## config.mk

```make
export PLATFORM = sky130hd
export DESIGN_NAME = comparison_expression_tokenizer_flat
export DESIGN_NICKNAME = d
export VERILOG_FILES = /design/src/rtl/cet_pkg.sv /design/src/rtl/cet_stream_if.sv /design/src/rtl/cet_in_reg.sv /design/src/rtl/cet_scan.sv /design/src/rtl/cet_res_queue.sv /design/src/rtl/comparison_expression_tokenizer.sv /design/src/flat_wrapper.sv
export SDC_FILE = /design/constraint.sdc
export NUM_CORES = 1
export LEC_CHECK = 0
export BUFFER_PORTS_ARGS = -buffer_cell sky130_fd_sc_hd__buf_2
export CAP_MARGIN = 20
export CORE_MARGIN = 3
export CORE_UTILIZATION = 58
export CTS_CLUSTER_SIZE = 12
export DETAILED_ROUTE_END_ITERATION = 12
export PLACE_DENSITY = 0.78
export SYNTH_ARGS = -nofsm -noshare
export SYNTH_HDL_FRONTEND = slang
export SYNTH_SLANG_ARGS = --single-unit
```

## constraint.sdc

```tcl
create_clock -name i_clk -period 4.9 [get_ports i_clk]
set_input_delay 0.98 -clock i_clk [delete_from_list [all_inputs] [get_ports i_clk]]
set_output_delay 0.98 -clock i_clk [all_outputs]
set_load 0.05 [all_outputs]
```

## src/rtl/cet_pkg.sv

```systemverilog
// cet_pkg: shared types, codes and character constants of the comparison
// expression tokenizer. No dependencies.
package cet_pkg;

    localparam int MAX_RES   = 3;
    localparam int RUN_CNT_W = $clog2(MAX_RES + 1);
    localparam int QDEPTH    = 4;
    localparam int QCNT_W    = $clog2(QDEPTH + 1);

    localparam logic [7:0] CH_EQ    = 8'h3D;
    localparam logic [7:0] CH_GT    = 8'h3E;
    localparam logic [7:0] CH_LT    = 8'h3C;
    localparam logic [7:0] CH_PLUS  = 8'h2B;
    localparam logic [7:0] CH_MINUS = 8'h2D;
    localparam logic [7:0] CH_BANG  = 8'h21;
    localparam logic [7:0] CH_SPACE = 8'h20;
    localparam logic [7:0] CH_TAB   = 8'h09;
    localparam logic [7:0] CH_CR    = 8'h0D;

    typedef enum logic [2:0] {
        MODE_IDLE  = 3'd0,
        MODE_IDENT = 3'd1,
        MODE_CONST = 3'd2,
        MODE_GT    = 3'd3,
        MODE_LT    = 3'd4,
        MODE_EQ    = 3'd5,
        MODE_BANG  = 3'd6,
        MODE_DRAIN = 3'd7
    } t_mode;

    typedef enum logic [3:0] {
        K_END   = 4'd0,
        K_IDENT = 4'd1,
        K_CONST = 4'd2,
        K_MINUS = 4'd3,
        K_PLUS  = 4'd4,
        K_GT    = 4'd5,
        K_GEQ   = 4'd6,
        K_LT    = 4'd7,
        K_LEQ   = 4'd8,
        K_EQ    = 4'd9,
        K_NEQ   = 4'd10,
        K_BAD   = 4'd11,
        K_EXPEQ = 4'd12
    } t_kind;

    typedef struct packed {
        logic [7:0] source_byte;
        logic       is_final;
    } t_src_item;

    typedef struct packed {
        logic [3:0]  token_kind;
        logic [15:0] start_offset;
        logic [15:0] token_length;
        logic        last_of_run;
    } t_tok_item;

    // results caused by one source byte, in order
    typedef struct packed {
        logic [RUN_CNT_W-1:0]        count;
        t_tok_item [MAX_RES-1:0]     tok;
    } t_run;

    function automatic t_tok_item mk_tok(t_kind kind, logic [15:0] start,
                                         logic [15:0] len);
        t_tok_item t;
        t.token_kind   = kind;
        t.start_offset = start;
        t.token_length = len;
        t.last_of_run  = 1'b0;
        return t;
    endfunction

    function automatic logic is_digit(logic [7:0] b);
        return b inside {[8'h30:8'h39]};
    endfunction

    function automatic logic is_alpha(logic [7:0] b);
        return b inside {[8'h41:8'h5A], [8'h61:8'h7A]};
    endfunction

    function automatic logic is_space(logic [7:0] b);
        return (b == CH_SPACE) || (b inside {[CH_TAB:CH_CR]});
    endfunction

endpackage

```

## src/rtl/cet_stream_if.sv

```systemverilog
// cet_stream_if: valid/ready channel carrying one payload per transfer.
// Payload type is a parameter; used with cet_pkg types.
interface cet_stream_if #(
    parameter type T = logic
) ();
    logic valid;
    logic ready;
    T     data;

    modport source (output valid, output data, input ready);
    modport sink   (input valid, input data, output ready);
endinterface

```

## src/rtl/cet_in_reg.sv

```systemverilog
// cet_in_reg: input register of the tokenizer; holds one source byte until
// the scanner takes it. Depends on cet_pkg and cet_stream_if.
module cet_in_reg (
    input  logic               i_clk,
    input  logic               i_rst_n,
    cet_stream_if.sink         i_src,
    input  logic               i_take,
    output logic               o_valid,
    output cet_pkg::t_src_item o_item
);
    logic               r_valid;
    cet_pkg::t_src_item r_item;

    assign i_src.ready = !r_valid || i_take;
    assign o_valid     = r_valid;
    assign o_item      = r_item;

    always_ff @(posedge i_clk) begin
        if (!i_rst_n) begin
            r_valid <= 1'b0;
        end else if (i_src.ready) begin
            r_valid <= i_src.valid;
        end
    end

    always_ff @(posedge i_clk) begin
        if (i_src.valid && i_src.ready) begin
            r_item <= i_src.data;
        end
    end
endmodule

```

## src/rtl/cet_scan.sv

```systemverilog
// cet_scan: scanner state and single-pass token logic for one byte.
// Depends on cet_pkg.
module cet_scan #(
    parameter longint unsigned MAX_POS = 65535
) (
    input  logic               i_clk,
    input  logic               i_rst_n,
    input  logic               i_adv,
    input  cet_pkg::t_src_item i_item,
    output cet_pkg::t_run      o_run
);
    localparam int POS_W = $clog2(MAX_POS + 64'd1);
    localparam int EXT_W = (POS_W > 16) ? POS_W : 16;
    localparam logic [POS_W-1:0] MAX_P = POS_W'(MAX_POS);
    localparam int NSLOT = 4;

    function automatic logic [15:0] out16(logic [POS_W-1:0] v);
        logic [EXT_W-1:0] e;
        e = EXT_W'(v);
        return e[15:0];
    endfunction

    cet_pkg::t_mode   r_mode,  n_mode;
    logic [POS_W-1:0] r_start, n_start;
    logic [POS_W-1:0] r_pos,   n_pos;

    logic [7:0]                       b;
    logic [POS_W-1:0]                 p, nxt, st;
    logic                             handled, failed;
    logic [NSLOT-1:0]                 slot_v;
    cet_pkg::t_tok_item [NSLOT-1:0]   slot;
    logic [cet_pkg::RUN_CNT_W-1:0]    idx;

    // slot 0: token closed by this byte, 1: one-byte token, 2: close at end,
    // 3: end token
    always_comb begin
        b       = i_item.source_byte;
        p       = r_pos;
        nxt     = (p < MAX_P) ? p + POS_W'(1) : MAX_P;
        st      = r_start;
        handled = 1'b0;
        failed  = 1'b0;
        n_mode  = r_mode;
        n_start = r_start;
        slot_v  = '0;
        slot    = '0;

        case (r_mode)
            cet_pkg::MODE_DRAIN: begin
                handled = 1'b1;
            end
            cet_pkg::MODE_IDENT: begin
                if (cet_pkg::is_alpha(b) || cet_pkg::is_digit(b)) begin
                    handled = 1'b1;
                end else begin
                    slot_v[0] = 1'b1;
                    slot[0]   = cet_pkg::mk_tok(cet_pkg::K_IDENT, out16(st), out16(p - st));
                    n_mode    = cet_pkg::MODE_IDLE;
                end
            end
            cet_pkg::MODE_CONST: begin
                if (cet_pkg::is_digit(b)) begin
                    handled = 1'b1;
                end else begin
                    slot_v[0] = 1'b1;
                    slot[0]   = cet_pkg::mk_tok(cet_pkg::K_CONST, out16(st), out16(p - st));
                    n_mode    = cet_pkg::MODE_IDLE;
                end
            end
            cet_pkg::MODE_GT, cet_pkg::MODE_LT: begin
                n_mode    = cet_pkg::MODE_IDLE;
                slot_v[0] = 1'b1;
                if (b == cet_pkg::CH_EQ) begin
                    handled = 1'b1;
                    slot[0] = cet_pkg::mk_tok(
                        (r_mode == cet_pkg::MODE_GT) ? cet_pkg::K_GEQ : cet_pkg::K_LEQ,
                        out16(st), out16(nxt - st));
                end else begin
                    slot[0] = cet_pkg::mk_tok(
                        (r_mode == cet_pkg::MODE_GT) ? cet_pkg::K_GT : cet_pkg::K_LT,
                        out16(st), out16(p - st));
                end
            end
            cet_pkg::MODE_EQ, cet_pkg::MODE_BANG: begin
                handled   = 1'b1;
                slot_v[0] = 1'b1;
                if (b == cet_pkg::CH_EQ) begin
                    slot[0] = cet_pkg::mk_tok(
                        (r_mode == cet_pkg::MODE_EQ) ? cet_pkg::K_EQ : cet_pkg::K_NEQ,
                        out16(st), out16(nxt - st));
                    n_mode  = cet_pkg::MODE_IDLE;
                end else begin
                    slot[0] = cet_pkg::mk_tok(cet_pkg::K_EXPEQ, out16(st), 16'd1);
                    n_mode  = cet_pkg::MODE_DRAIN;
                end
            end
            default: begin
            end
        endcase

        if (!handled) begin
            n_start = p;
            if (cet_pkg::is_space(b)) begin
                n_mode = n_mode;
            end else if (b == cet_pkg::CH_MINUS) begin
                slot_v[1] = 1'b1;
                slot[1]   = cet_pkg::mk_tok(cet_pkg::K_MINUS, out16(p), out16(nxt - p));
            end else if (b == cet_pkg::CH_PLUS) begin
                slot_v[1] = 1'b1;
                slot[1]   = cet_pkg::mk_tok(cet_pkg::K_PLUS, out16(p), out16(nxt - p));
            end else if (b == cet_pkg::CH_GT) begin
                n_mode = cet_pkg::MODE_GT;
            end else if (b == cet_pkg::CH_LT) begin
                n_mode = cet_pkg::MODE_LT;
            end else if (b == cet_pkg::CH_EQ) begin
                n_mode = cet_pkg::MODE_EQ;
            end else if (b == cet_pkg::CH_BANG) begin
                n_mode = cet_pkg::MODE_BANG;
            end else if (cet_pkg::is_digit(b)) begin
                n_mode = cet_pkg::MODE_CONST;
            end else if (cet_pkg::is_alpha(b)) begin
                n_mode = cet_pkg::MODE_IDENT;
            end else begin
                slot_v[1] = 1'b1;
                slot[1]   = cet_pkg::mk_tok(cet_pkg::K_BAD, out16(p), 16'd1);
                n_mode    = cet_pkg::MODE_DRAIN;
            end
        end

        if (i_item.is_final) begin
            failed = (n_mode == cet_pkg::MODE_DRAIN);
            case (n_mode)
                cet_pkg::MODE_IDENT: begin
                    slot_v[2] = 1'b1;
                    slot[2] = cet_pkg::mk_tok(cet_pkg::K_IDENT, out16(n_start),
                                              out16(nxt - n_start));
                end
                cet_pkg::MODE_CONST: begin
                    slot_v[2] = 1'b1;
                    slot[2] = cet_pkg::mk_tok(cet_pkg::K_CONST, out16(n_start),
                                              out16(nxt - n_start));
                end
                cet_pkg::MODE_GT: begin
                    slot_v[2] = 1'b1;
                    slot[2] = cet_pkg::mk_tok(cet_pkg::K_GT, out16(n_start),
                                              out16(nxt - n_start));
                end
                cet_pkg::MODE_LT: begin
                    slot_v[2] = 1'b1;
                    slot[2] = cet_pkg::mk_tok(cet_pkg::K_LT, out16(n_start),
                                              out16(nxt - n_start));
                end
                cet_pkg::MODE_EQ, cet_pkg::MODE_BANG: begin
                    slot_v[2] = 1'b1;
                    slot[2] = cet_pkg::mk_tok(cet_pkg::K_EXPEQ, out16(n_start), 16'd1);
                    failed  = 1'b1;
                end
                default: begin
                end
            endcase
            slot_v[3] = !failed;
            slot[3]   = cet_pkg::mk_tok(cet_pkg::K_END, out16(nxt), 16'd0);
            n_mode    = cet_pkg::MODE_IDLE;
            n_start   = '0;
            n_pos     = '0;
        end else begin
            n_pos = nxt;
        end
    end

    // pack the valid slots in order and flag the last one
    always_comb begin
        idx   = '0;
        o_run = '0;
        for (int s = 0; s < NSLOT; s++) begin
            if (slot_v[s] && (idx != cet_pkg::RUN_CNT_W'(cet_pkg::MAX_RES))) begin
                o_run.tok[idx] = slot[s];
                idx            = idx + 1'b1;
            end
        end
        o_run.count = idx;
        if (idx != '0) begin
            o_run.tok[idx - 1'b1].last_of_run = 1'b1;
        end
    end

    always_ff @(posedge i_clk) begin
        if (!i_rst_n) begin
            r_mode  <= cet_pkg::MODE_IDLE;
            r_start <= '0;
            r_pos   <= '0;
        end else if (i_adv) begin
            r_mode  <= n_mode;
            r_start <= n_start;
            r_pos   <= n_pos;
        end
    end

`ifndef SYNTHESIS
    a_final_restarts: assert property (@(posedge i_clk) disable iff (!i_rst_n)
        (i_adv && i_item.is_final) |=>
            (r_pos == '0 && r_start == '0 && r_mode == cet_pkg::MODE_IDLE))
        else $error("scanner did not restart after final byte");
    a_drain_silent: assert property (@(posedge i_clk) disable iff (!i_rst_n)
        (r_mode == cet_pkg::MODE_DRAIN && !i_item.is_final) |-> (o_run.count == '0))
        else $error("results produced while dropping bytes");
    a_start_le_pos: assert property (@(posedge i_clk) disable iff (!i_rst_n)
        r_start <= r_pos)
        else $error("token start beyond current position");
`endif
endmodule

```

## src/rtl/cet_res_queue.sv

```systemverilog
// cet_res_queue: four-entry shifting result queue; takes a run of up to
// three tokens per transfer in, sends one token per transfer out.
// Depends on cet_pkg and cet_stream_if.
module cet_res_queue (
    input  logic          i_clk,
    input  logic          i_rst_n,
    input  logic          i_push,
    input  cet_pkg::t_run i_run,
    output logic          o_room,
    cet_stream_if.source  o_tok
);
    localparam int QD = cet_pkg::QDEPTH;
    localparam int CW = cet_pkg::QCNT_W;

    cet_pkg::t_tok_item r_q [QD];
    cet_pkg::t_tok_item n_q [QD];
    logic [CW-1:0]      r_cnt, n_cnt;
    logic [CW-1:0]      base;
    logic               pop;

    assign o_tok.valid = (r_cnt != '0);
    assign o_tok.data  = r_q[0];
    assign o_room      = (r_cnt + CW'(i_run.count)) <= CW'(QD);

    always_comb begin
        pop  = (r_cnt != '0) && o_tok.ready;
        base = r_cnt - CW'(pop);
        for (int i = 0; i < QD - 1; i++) begin
            n_q[i] = pop ? r_q[i + 1] : r_q[i];
        end
        n_q[QD - 1] = r_q[QD - 1];
        for (int i = 0; i < QD; i++) begin
            for (int k = 0; k < cet_pkg::MAX_RES; k++) begin
                if (i_push && (cet_pkg::RUN_CNT_W'(k) < i_run.count)
                        && ((base + CW'(k)) == CW'(i))) begin
                    n_q[i] = i_run.tok[k];
                end
            end
        end
        n_cnt = base + (i_push ? CW'(i_run.count) : '0);
    end

    always_ff @(posedge i_clk) begin
        if (!i_rst_n) begin
            r_cnt <= '0;
        end else begin
            r_cnt <= n_cnt;
        end
    end

    always_ff @(posedge i_clk) begin
        r_q <= n_q;
    end

`ifndef SYNTHESIS
    a_no_overflow: assert property (@(posedge i_clk) disable iff (!i_rst_n)
        i_push |-> o_room)
        else $error("run pushed without room");
    a_cnt_bound: assert property (@(posedge i_clk) disable iff (!i_rst_n)
        r_cnt <= CW'(QD))
        else $error("result queue count out of range");
`endif
endmodule

```

## src/rtl/comparison_expression_tokenizer.sv

```systemverilog
// Streaming tokenizer for comparison expressions: one source byte per transfer in,
// one token (kind, start offset, length, last-of-run flag) per transfer out.
// A byte is accepted every cycle while the result side keeps up; a byte can cause
// up to three tokens, which a four-entry result queue then sends one per cycle while
// o_tok is ready, holding off input while the queue lacks room for the next byte's
// run. A byte passes through the input register, then the single-pass scanner, which
// writes the queue. MAX_POS sets the saturation point of offsets and lengths.
module comparison_expression_tokenizer #(
    parameter longint unsigned MAX_POS = 65535
) (
    input  logic         i_clk,
    input  logic         i_rst_n,
    cet_stream_if.sink   i_src,
    cet_stream_if.source o_tok
);
    logic               in_valid;
    cet_pkg::t_src_item in_item;
    cet_pkg::t_run      run;
    logic               room;
    logic               adv;

    assign adv = in_valid && room;

    cet_in_reg u_in_reg (
        .i_clk   (i_clk),
        .i_rst_n (i_rst_n),
        .i_src   (i_src),
        .i_take  (adv),
        .o_valid (in_valid),
        .o_item  (in_item)
    );

    cet_scan #(
        .MAX_POS (MAX_POS)
    ) u_scan (
        .i_clk   (i_clk),
        .i_rst_n (i_rst_n),
        .i_adv   (adv),
        .i_item  (in_item),
        .o_run   (run)
    );

    cet_res_queue u_res_queue (
        .i_clk   (i_clk),
        .i_rst_n (i_rst_n),
        .i_push  (adv),
        .i_run   (run),
        .o_room  (room),
        .o_tok   (o_tok)
    );
endmodule
```

## src/flat_wrapper.sv

```systemverilog
// flat-port wrapper written by rule: the top's interface ports become plain ports
module comparison_expression_tokenizer_flat 
#(
    parameter longint unsigned MAX_POS = 65535
)
  (i_clk, i_rst_n, i_src_valid, i_src_data, i_src_ready, o_tok_valid, o_tok_data, o_tok_ready);
  cet_stream_if i_src_i ();
  cet_stream_if o_tok_i ();
  input  logic i_clk;
  input  logic i_rst_n;
  input wire logic [$bits(i_src_i.valid)-1:0] i_src_valid;
  input wire logic [$bits(i_src_i.data)-1:0] i_src_data;
  output wire logic [$bits(i_src_i.ready)-1:0] i_src_ready;
  output wire logic [$bits(o_tok_i.valid)-1:0] o_tok_valid;
  output wire logic [$bits(o_tok_i.data)-1:0] o_tok_data;
  input wire logic [$bits(o_tok_i.ready)-1:0] o_tok_ready;
  assign i_src_i.valid = i_src_valid;
  assign i_src_i.data = i_src_data;
  assign i_src_ready = i_src_i.ready;
  assign o_tok_valid = o_tok_i.valid;
  assign o_tok_data = o_tok_i.data;
  assign o_tok_i.ready = o_tok_ready;
  comparison_expression_tokenizer #(.MAX_POS(MAX_POS)) u_core (.i_clk(i_clk), .i_rst_n(i_rst_n), .i_src(i_src_i), .o_tok(o_tok_i));
endmodule
```

---- After elaboration in Yosys (flattened, before gate mapping) ----
Cells that the tools add are included.
Widths: inputs -> output; s select.
cells by class
  add/subtract/negate cells ............... 12
  $lt $le $gt $ge ......................... 13
  equal/unequal tests ..................... 26
  mux-type cells .......................... 56
  reduce and logical (&&, ||, !) cells .... 44
operator list
  operator               count
  $mux 37                16
  $bwmux 111             4
  $mux 111               4
  $demux 37 s2           4
  $pmux 37 s5            1
  $pmux 37 s4            1
  $mux 70                1
  $mux 16                4
  $sub 16x16->16         2
  $eq 3x2->1 const B     10
  $logic_and 1x1->1      25
  $eq 3x3->1 const B     8
  $add 16x1->16 const B  1
  $lt 16x16->1 const B   1
  $eq 3x1->1 const B     5
  $lt 2x3->1 const B     4
  $mux 1                 12
  $mux 2                 6
  $reduce_bool 4->1      3
  $reduce_or 6->1        2
  $logic_not 3->1        3
  $ge 2x1->1 const B     4
  $add 2x1->2 const B    3
  $add 3x2->3            2
  other kinds (17)       25
storage, ports and cells
  flip-flop bits (word level) ............. 116
  input port bits ......................... 5
  output and inout port bits .............. 3
  word-level logic and storage cells ...... 167

---- Depth between registers and ports, before layout ----
Gate-level depths: netlist of run 1.
  depth in word-level cells ............... 25
  gate-level depth with buffers ........... 14

---- Cells and area by module ----
A second synthesis of run 1 with hierarchy kept.
second synthesis, totals
  cells, all modules ...................... 1282
  area, all modules ....................... 8588.2 µm²
modules (own cells, without submodules)
  module                           times used  cells an instance  area an instance (µm²)  seq. area each (µm²)
  cet_scan                         1           1185               7719.9                  700.7
  cet_res_queue                    1           81                 710.7                   180.2
  cet_in_reg                       1           15                 151.4                   50.0
  comparison_expression_tokenizer  1           1                  6.3                     0.0

---- Least setup slack after synthesis of run 1 ----
No wires, ideal clock.
  path kind ............................... register to output
  start ................................... register u_core.u_scan.r_mode[0]
  end ..................................... output i_src_ready
  data arrival time ....................... 2522 ps
  required time ........................... 3920 ps
  path slack .............................. 1398 ps
  stages on the path, launching flop included .. 11
  path through ............................ dfxtp_1 > or3_1 > and2_1 > inv_1 > ha_1 > clkbuf_1 > ha_1 > fa_1 > xnor2_1 > nor2_1 > nand2_1
on the way
  longest elaborated chain between the ends .. 17
  elaborated cells between the ends (all ways) .. 47
  those cells by class .................... 4 x add/sub; 1 x order compare; 17 x eq/ne; 13 x mux; 12 x reduce/logical
RTL lines
  what                                                                  RTL line                               RTL
  start, declared                                                       cet_scan.sv:23                         cet_pkg::t_mode r_mode, n_mode;
  start signal, assigned                                                cet_scan.sv:189                        r_mode <= cet_pkg::MODE_IDLE;
  start signal, assigned                                                cet_scan.sv:193                        r_mode <= n_mode;
  parallel branches: the longest is 12 deep, another holds $add 2x1->2  -
  $mux 2 *                                                              cet_scan.sv:176                        if (slot_v[s] && (idx != cet_pkg::RUN_CNT_W'(cet_pkg::MAX_RES))) begin
  $add 3x2->3 *                                                         cet_res_queue.sv:23                    assign o_room = (r_cnt + CW'(i_run.count)) <= CW'(QD);
  $le 3x3->1 *                                                          cet_res_queue.sv:23
  $logic_and 1x1->1 *                                                   comparison_expression_tokenizer.sv:22  assign adv = in_valid && room;
  $logic_or 1x1->1 *                                                    cet_in_reg.sv:14                       assign i_src.ready = !r_valid || i_take;
  end, declared                                                         flat_wrapper.sv:13                     output wire logic [$bits(i_src_i.ready)-1:0] i_src_ready;
Every way passes the cells marked *. The select of a mux whose other input is x is not followed.

---- Final worst setup path of run 1 ----
Same ends and word-level chain as after synthesis.

==> results.json, run 1 <==
{
  "drv_cap": 0,
  "synth_edf_count": 5,
  "holdBufCountCts": 0,
  "chipHeight_microns": 47.0,
  "numCtsBuffers": 3,
  "nets": 141,
  "relSlewSlack": 0.676,
  "worst-slew-pin-transition_ns": 0.487,
  "rows": 14,
  "via_per_inst": 6.08,
  "synth_cells": 121,
  "grt_pass1_wl_microns": 3320,
  "powerDensity_nw_per_um2": 728,
  "ios": 8,
  "setup_violations": 0,
  "cp.arrival_ns": 3.06,
  "synthesis.area_sq_um": 973,
  "synth_area_leaders": "edfxtp_1 (15%), dfxtp_1 (14%), ha_1 (9.0%)",
  "drt_iter0_drc": 31,
  "clock_latency_ns": 0.27,
  "layout-drive-gt1-share": 0.151,
  "first_pass_iters": 4,
  "yosysMostFrequentCell": "nor2_1",
  "irDropWorstVdd_uv": 421,
  "place_congestion": 0.887,
  "final_core_util": 0.670,
  "synth_fp_nets": 135,
  "grtUsageMet3": 0.0345,
  "groute.layer.met1.usage": 0.258,
  "ys_ff_latch": 12,
  "synth_cell_types": 41,
  "grt_usage": 0.211,
  "cp_max_fo": 13,
  "vias": 864,
  "clkTransAtPathRegs_ns": 0.08,
  "dpl.hpwl_microns": 1540,
  "maxSlewViolCount": 0,
  "hold_viol": 0,
  "period_share": 0.825,
  "leakage_uw": 0.000464,
  "syn_area_per_cell_sq_um": 8.04,
  "ys_warn_count": 0,
  "synth_flop_cell": "dfxtp_1",
  "timing.fmax_mhz": 247,
  "avgRoutedWirePerCell_microns": 14.1,
  "grt_max_degree": 19,
  "num_antenna_cells": 0,
  "cts_repair_resize_count": 0,
  "grt_pass1_vias": 791,
  "ys_seq_area_frac": 0.298,
  "cts_tree": "done",
  "yosysTopAreaCell": "edfxtp_1",
  "top_usage_layer": "met2",
  "core_sq_um": 1540,
  "synth_commonest_cells": "nor2_1 (13), inv_1 (9), nand2_1 (8)",
  "setup_slack_ns": 0.859,
  "fin_skew_ns": 0.00285,
  "portBuffers": 7,
  "period_needed_ns": 4.04,
  "postRouteAntennaNets": 0,
  "initial_core_util": 0.631,
  "cp.required_ns": 3.92,
  "htreeDepth": 1,
  "whs_ns": 0.511,
  "dp_slack_ns": 1.17,
  "cts_sinks": 12,
  "cp-end-kind": "output pin",
  "post_cts_buffers": 0,
  "fp.dieArea_sq_um": 2210,
  "grt_remaining_overflow": 0,
  "drc": 0,
  "synthArstFlopShare": 0,
  "fin_setup_tns_ns": 0,
  "status": "finished clean",
  "antenna_found_initial": 0,
  "wl_microns": 2010,
  "die_w_microns": 47.0,
  "grt_use_met2": 0.371,
  "worst_setup_path_start_kind": "register",
  "area_growth_pct": 6.17,
  "hold_class": "register to register",
  "cts_buffer_depth": 2,
  "rsz0062_at_grt": "no",
  "ctsRootBufferMaster": "clkbuf_4",
  "yosysTopAreaCellShare": 0.154,
  "critPathKind": "register to output pin"
}
-- layout make-up --
type / count / area, sq um
Multi-Input combinational cell: 91 / 613
Fill cell: 140 / 508
Sequential cell: 12 / 290
Timing Repair Buffer: 8 / 42.5
Inverter: 11 / 41.3
Clock buffer: 3 / 22.5
Tap cell: 16 / 20.0
Clock inverter: 1 / 3.75
-- metrics by stage --
stage	cell area [sq um]	total power [uW]	cells
2_1_floorplan	973	593	121
3_3_place_gp	1010	663	138
3_5_place_dp	1010	679	138
4_1_cts	1030	746	142
5_1_grt	1030	812	142
6_report	1030	752	142
-- path summary, 6_finish.rpt --
check	start	end	slack, ns	depth (start not counted)
worst max-delay path	u_core.u_scan.r_mode[0]$_SDFFE_PN0N_	i_src_ready	0.86	10
worst min-delay path	u_core.u_scan.r_mode[2]$_SDFFE_PN0N_	u_core.u_scan.r_mode[2]$_SDFFE_PN0N_	0.51	2
worst max register to register	u_core.u_scan.r_mode[0]$_SDFFE_PN0N_	u_core.u_res_queue.r_cnt[1]$_SDFF_PN0_	1.31	13
worst min register to register	u_core.u_scan.r_mode[2]$_SDFFE_PN0N_	u_core.u_scan.r_mode[2]$_SDFFE_PN0N_	0.51	2
-- power by group --
| part | internal, uW | switching [uW] | total [uW] | leakage [uW] |
|---|---|---|---|---|
| clock | 29.5 | 35.4 | 64.8 | 0.0000154 |
| combinational | 191 | 330 | 521 | 0.000344 |
| sequential | 146 | 20.8 | 167 | 0.000105 |
| total | 366 | 386 | 752 | 0.000464 |
-- registers in the layout (all words and copies together) (netlist names) --
| signal | flops |
|---|---|
| u_core.u_res_queue.r_cnt | 3 |
| u_core.u_in_reg.o_valid | 1 |
| u_core.u_scan.r_mode | 3 |
| u_core.u_in_reg.o_item | 1 |
| u_core.u_res_queue.r_q | 3 |
| u_core.u_res_queue.o_tok.data | 1 |
-- logic make-up (layout without fill, tap and decap cells) --
family | after synthesis | in the layout | share of synthesized area
fa+ha+maj | 10 | 10 | 0.141
simple gates | 46 | 46 | 0.231
compound gates | 31 | 31 | 0.213
xor+xnor | 4 | 4 | 0.0437
buf+inv | 18 | 23 | 0.0720
flops | 12 | 12 | 0.298
-- routing by layer --
layer | up-vias | wire, microns | part of all wire
met5 | - | 0 | 0
met4 | 0 | 18 | 0.0090
met3 | 4 | 131 | 0.065
met2 | 35 | 1000 | 0.50
met1 | 394 | 854 | 0.43
li1 | 431 | - | -
-- worst max-delay path, stage by stage, from the launching register on --
cell and delay (ns):
dfxtp_1 0.33, or3_1 0.37, and2_1 0.18, inv_1 0.06, ha_1 0.37, ha_1 0.27, fa_1 0.41, xnor2_1 0.35
nor2_1 0.10, nand2_1 0.09, buf_2 0.26
-- cells in the final DEF (no fill, tap or decap), types with 3 or more instances in the layout --
master / instances
nor2_1: 13
inv_1: 9
nand2_1: 8
nand3_1: 7
o21ai_0: 7
ha_1: 7
buf_2: 7
dfxtp_1: 7
and2_1: 6
a21oi_1: 6
edfxtp_1: 5
o21ai_2: 3
and3_1: 3
clkbuf_4: 3
Power figures use the tool's default switching activity.
==> run 2, diff against run 1 <==
Settings changed: CORE_UTILIZATION 58 to 52, PLACE_DENSITY 0.78 to 0.74.
Clock period 4.9 ns to 3.4 ns, I/O delays scaled along.
==> run 2 against run 1 <==
Compared with the run above:
- sequential cell count stayed put
- die area rose by 10%
- non-clock buffer count rose by 6
- power rose by 65%
- combinational power is 69% higher
- critical path depth is the same
- global-route usage shrank 0.41 points
- wire length grew 12%
- hold slack got worse by 0.024 ns
- setup slack lost 0.74 ns
- core utilization fell by 2.0 points
- clock skew up 0.0041 ns
==> results.json, run 2 (synthesis gave the netlist of run 1 again) <==
{
  "path_cells": "or3_1, and2_4, inv_1, ha_1, ha_2, fa_2, nor2_4, nor2_2, nand2_1, buf_6",
  "cp.required_ns": 2.72,
  "irDropWorstVdd_uv": 719,
  "cp.arrival_ns": 2.60,
  "layout_commonest_cell": "nor2_1",
  "cp-end-kind": "output pin",
  "nets": 147,
  "grt_use_met2": 0.342,
  "drv_cap": 0,
  "setup_violations": 0,
  "groute.layer.met1.usage": 0.266,
  "die_w_microns": 49.3,
  "wl_microns": 2260,
  "clkTransAtPathRegs_ns": 0.08,
  "largestRegisters": "u_core.u_res_queue.r_cnt: 3 flops, u_core.u_res_queue.r_q: 3 flops, u_core.u_scan.r_mode: 3 flops",
  "maxSlewViolCount": 0,
  "num_antenna_cells": 0,
  "grtUsageMet3": 0.0367,
  "drt_iter0_drc": 26,
  "chipHeight_microns": 49.3,
  "first_pass_iters": 4,
  "final_cell_mix": "nor2_1 (11), inv_1 (9), nand2_1 (8)",
  "grt_pass1_vias": 855,
  "critPathKind": "register to output pin",
  "cts_sinks": 12,
  "top_usage_layer": "met2",
  "worst-slew-pin-transition_ns": 0.413,
  "fp.dieArea_sq_um": 2430,
  "antenna_found_initial": 0,
  "hold_class": "register to register",
  "area_growth_pct": 16.7,
  "ctsRootBufferMaster": "clkbuf_4",
  "htreeDepth": 1,
  "numCtsBuffers": 3,
  "rows": 15,
  "powerDensity_nw_per_um2": 1090,
  "final_core_util": 0.651,
  "core_sq_um": 1750,
  "grt_usage": 0.207,
  "ios": 8,
  "vias": 893,
  "status": "finished clean",
  "clock_latency_ns": 0.28,
  "grt_remaining_overflow": 0,
  "cp_slowest_cell": "fa_2",
  "holdBufCountCts": 0,
  "worst_setup_path_start_kind": "register",
  "rsz0062_at_grt": "no",
  "via_per_inst": 5.69,
  "avgRoutedWirePerCell_microns": 14.4,
  "final_cells": 157,
  "leakage_uw": 0.000503,
  "place_congestion": 0.845,
  "grt_max_degree": 18,
  "timing.fmax_mhz": 305,
  "layout-drive-gt1-share": 0.258,
  "period_share": 0.964,
  "cts_buffer_depth": 2,
  "fin_setup_tns_ns": 0,
  "portBuffers": 7,
  "place_inst": 152,
  "period_needed_ns": 3.28,
  "fin_skew_ns": 0.00692,
  "postRouteAntennaNets": 0,
  "drc": 0,
  "cts_tree": "done",
  "slowest_delay_ns": 0.58,
  "initial_core_util": 0.558,
  "cp_max_fo": 4,
  "grt_pass1_wl_microns": 3850,
  "whs_ns": 0.488,
  "relSlewSlack": 0.724,
  "dpl.hpwl_microns": 1660,
  "hold_viol": 0
}
==> run 2: path summary, 6_finish.rpt <==
| check | start | to | slack [ns] | depth (start not counted) |
|---|---|---|---|---|
| worst max-delay path | u_core.u_scan.r_mode[0]$_SDFFE_PN0N_ | i_src_ready | 0.12 | 10 |
| worst min-delay path | u_core.u_scan.r_mode[0]$_SDFFE_PN0N_ | u_core.u_scan.r_mode[0]$_SDFFE_PN0N_ | 0.49 | 2 |
| worst max register to register | u_core.u_scan.r_mode[0]$_SDFFE_PN0N_ | u_core.u_res_queue.r_cnt[1]$_SDFF_PN0_ | 0.16 | 12 |
| worst min register to register | u_core.u_scan.r_mode[0]$_SDFFE_PN0N_ | u_core.u_scan.r_mode[0]$_SDFFE_PN0N_ | 0.49 | 2 |
==> run 2: per-stage QoR <==
step / power, uW / setup WS (ns) / area (sq um)
5_1_grt: 1360 / 0.000401 / 1140
3_3_place_gp: 1020 / 0.257 / 1060
4_1_cts: 1180 / 0.0363 / 1110
6_report: 1240 / 0.122 / 1140
2_1_floorplan: 859 / 0.0752 / 977
3_5_place_dp: 1040 / 0.187 / 1060
==> run 2: worst max-delay path: cells and delay by family (launching register included) <==
family / cells / cell delay (ns)
adder cells (fa/ha/maj): 3 / 1.00
AND/OR/NAND/NOR: 5 / 0.78
flip-flops: 1 / 0.33
buffers and inverters: 2 / 0.21
==> run 2: cell type report <==
cell class                 count  area (sq um)
tap                           25          31.3
inverter                      11          41.3
fill                         155           609
clock buffer                   4          36.3
multi-input combinational     91           642
timing repair buffer          14          93.8
sequential                    12           292
==> run 2: routing by layer <==
layer  part of all wire  up-vias  routed length [microns]
li1                   -      444                        -
met2               0.52       18                     1170
met5                  0        -                        0
met1               0.44      426                      981
met3              0.034        5                       77
met4              0.013        0                       29
==> run 2: timing repair <==
item                                    4_1_cts  5_1_grt
setup buffers                                 0        1
endpoints found under the setup margin        1        1
resized for setup                             3        7
pin swaps                                     0        2
==> run 2: where the power goes <==
group | internal (uW) | switching [uW] | leakage, uW | total [uW]
Combinational | 356 | 527 | 0.000377 | 883
Clock | 65.2 | 52.4 | 0.0000210 | 118
Sequential | 211 | 30.7 | 0.000105 | 241
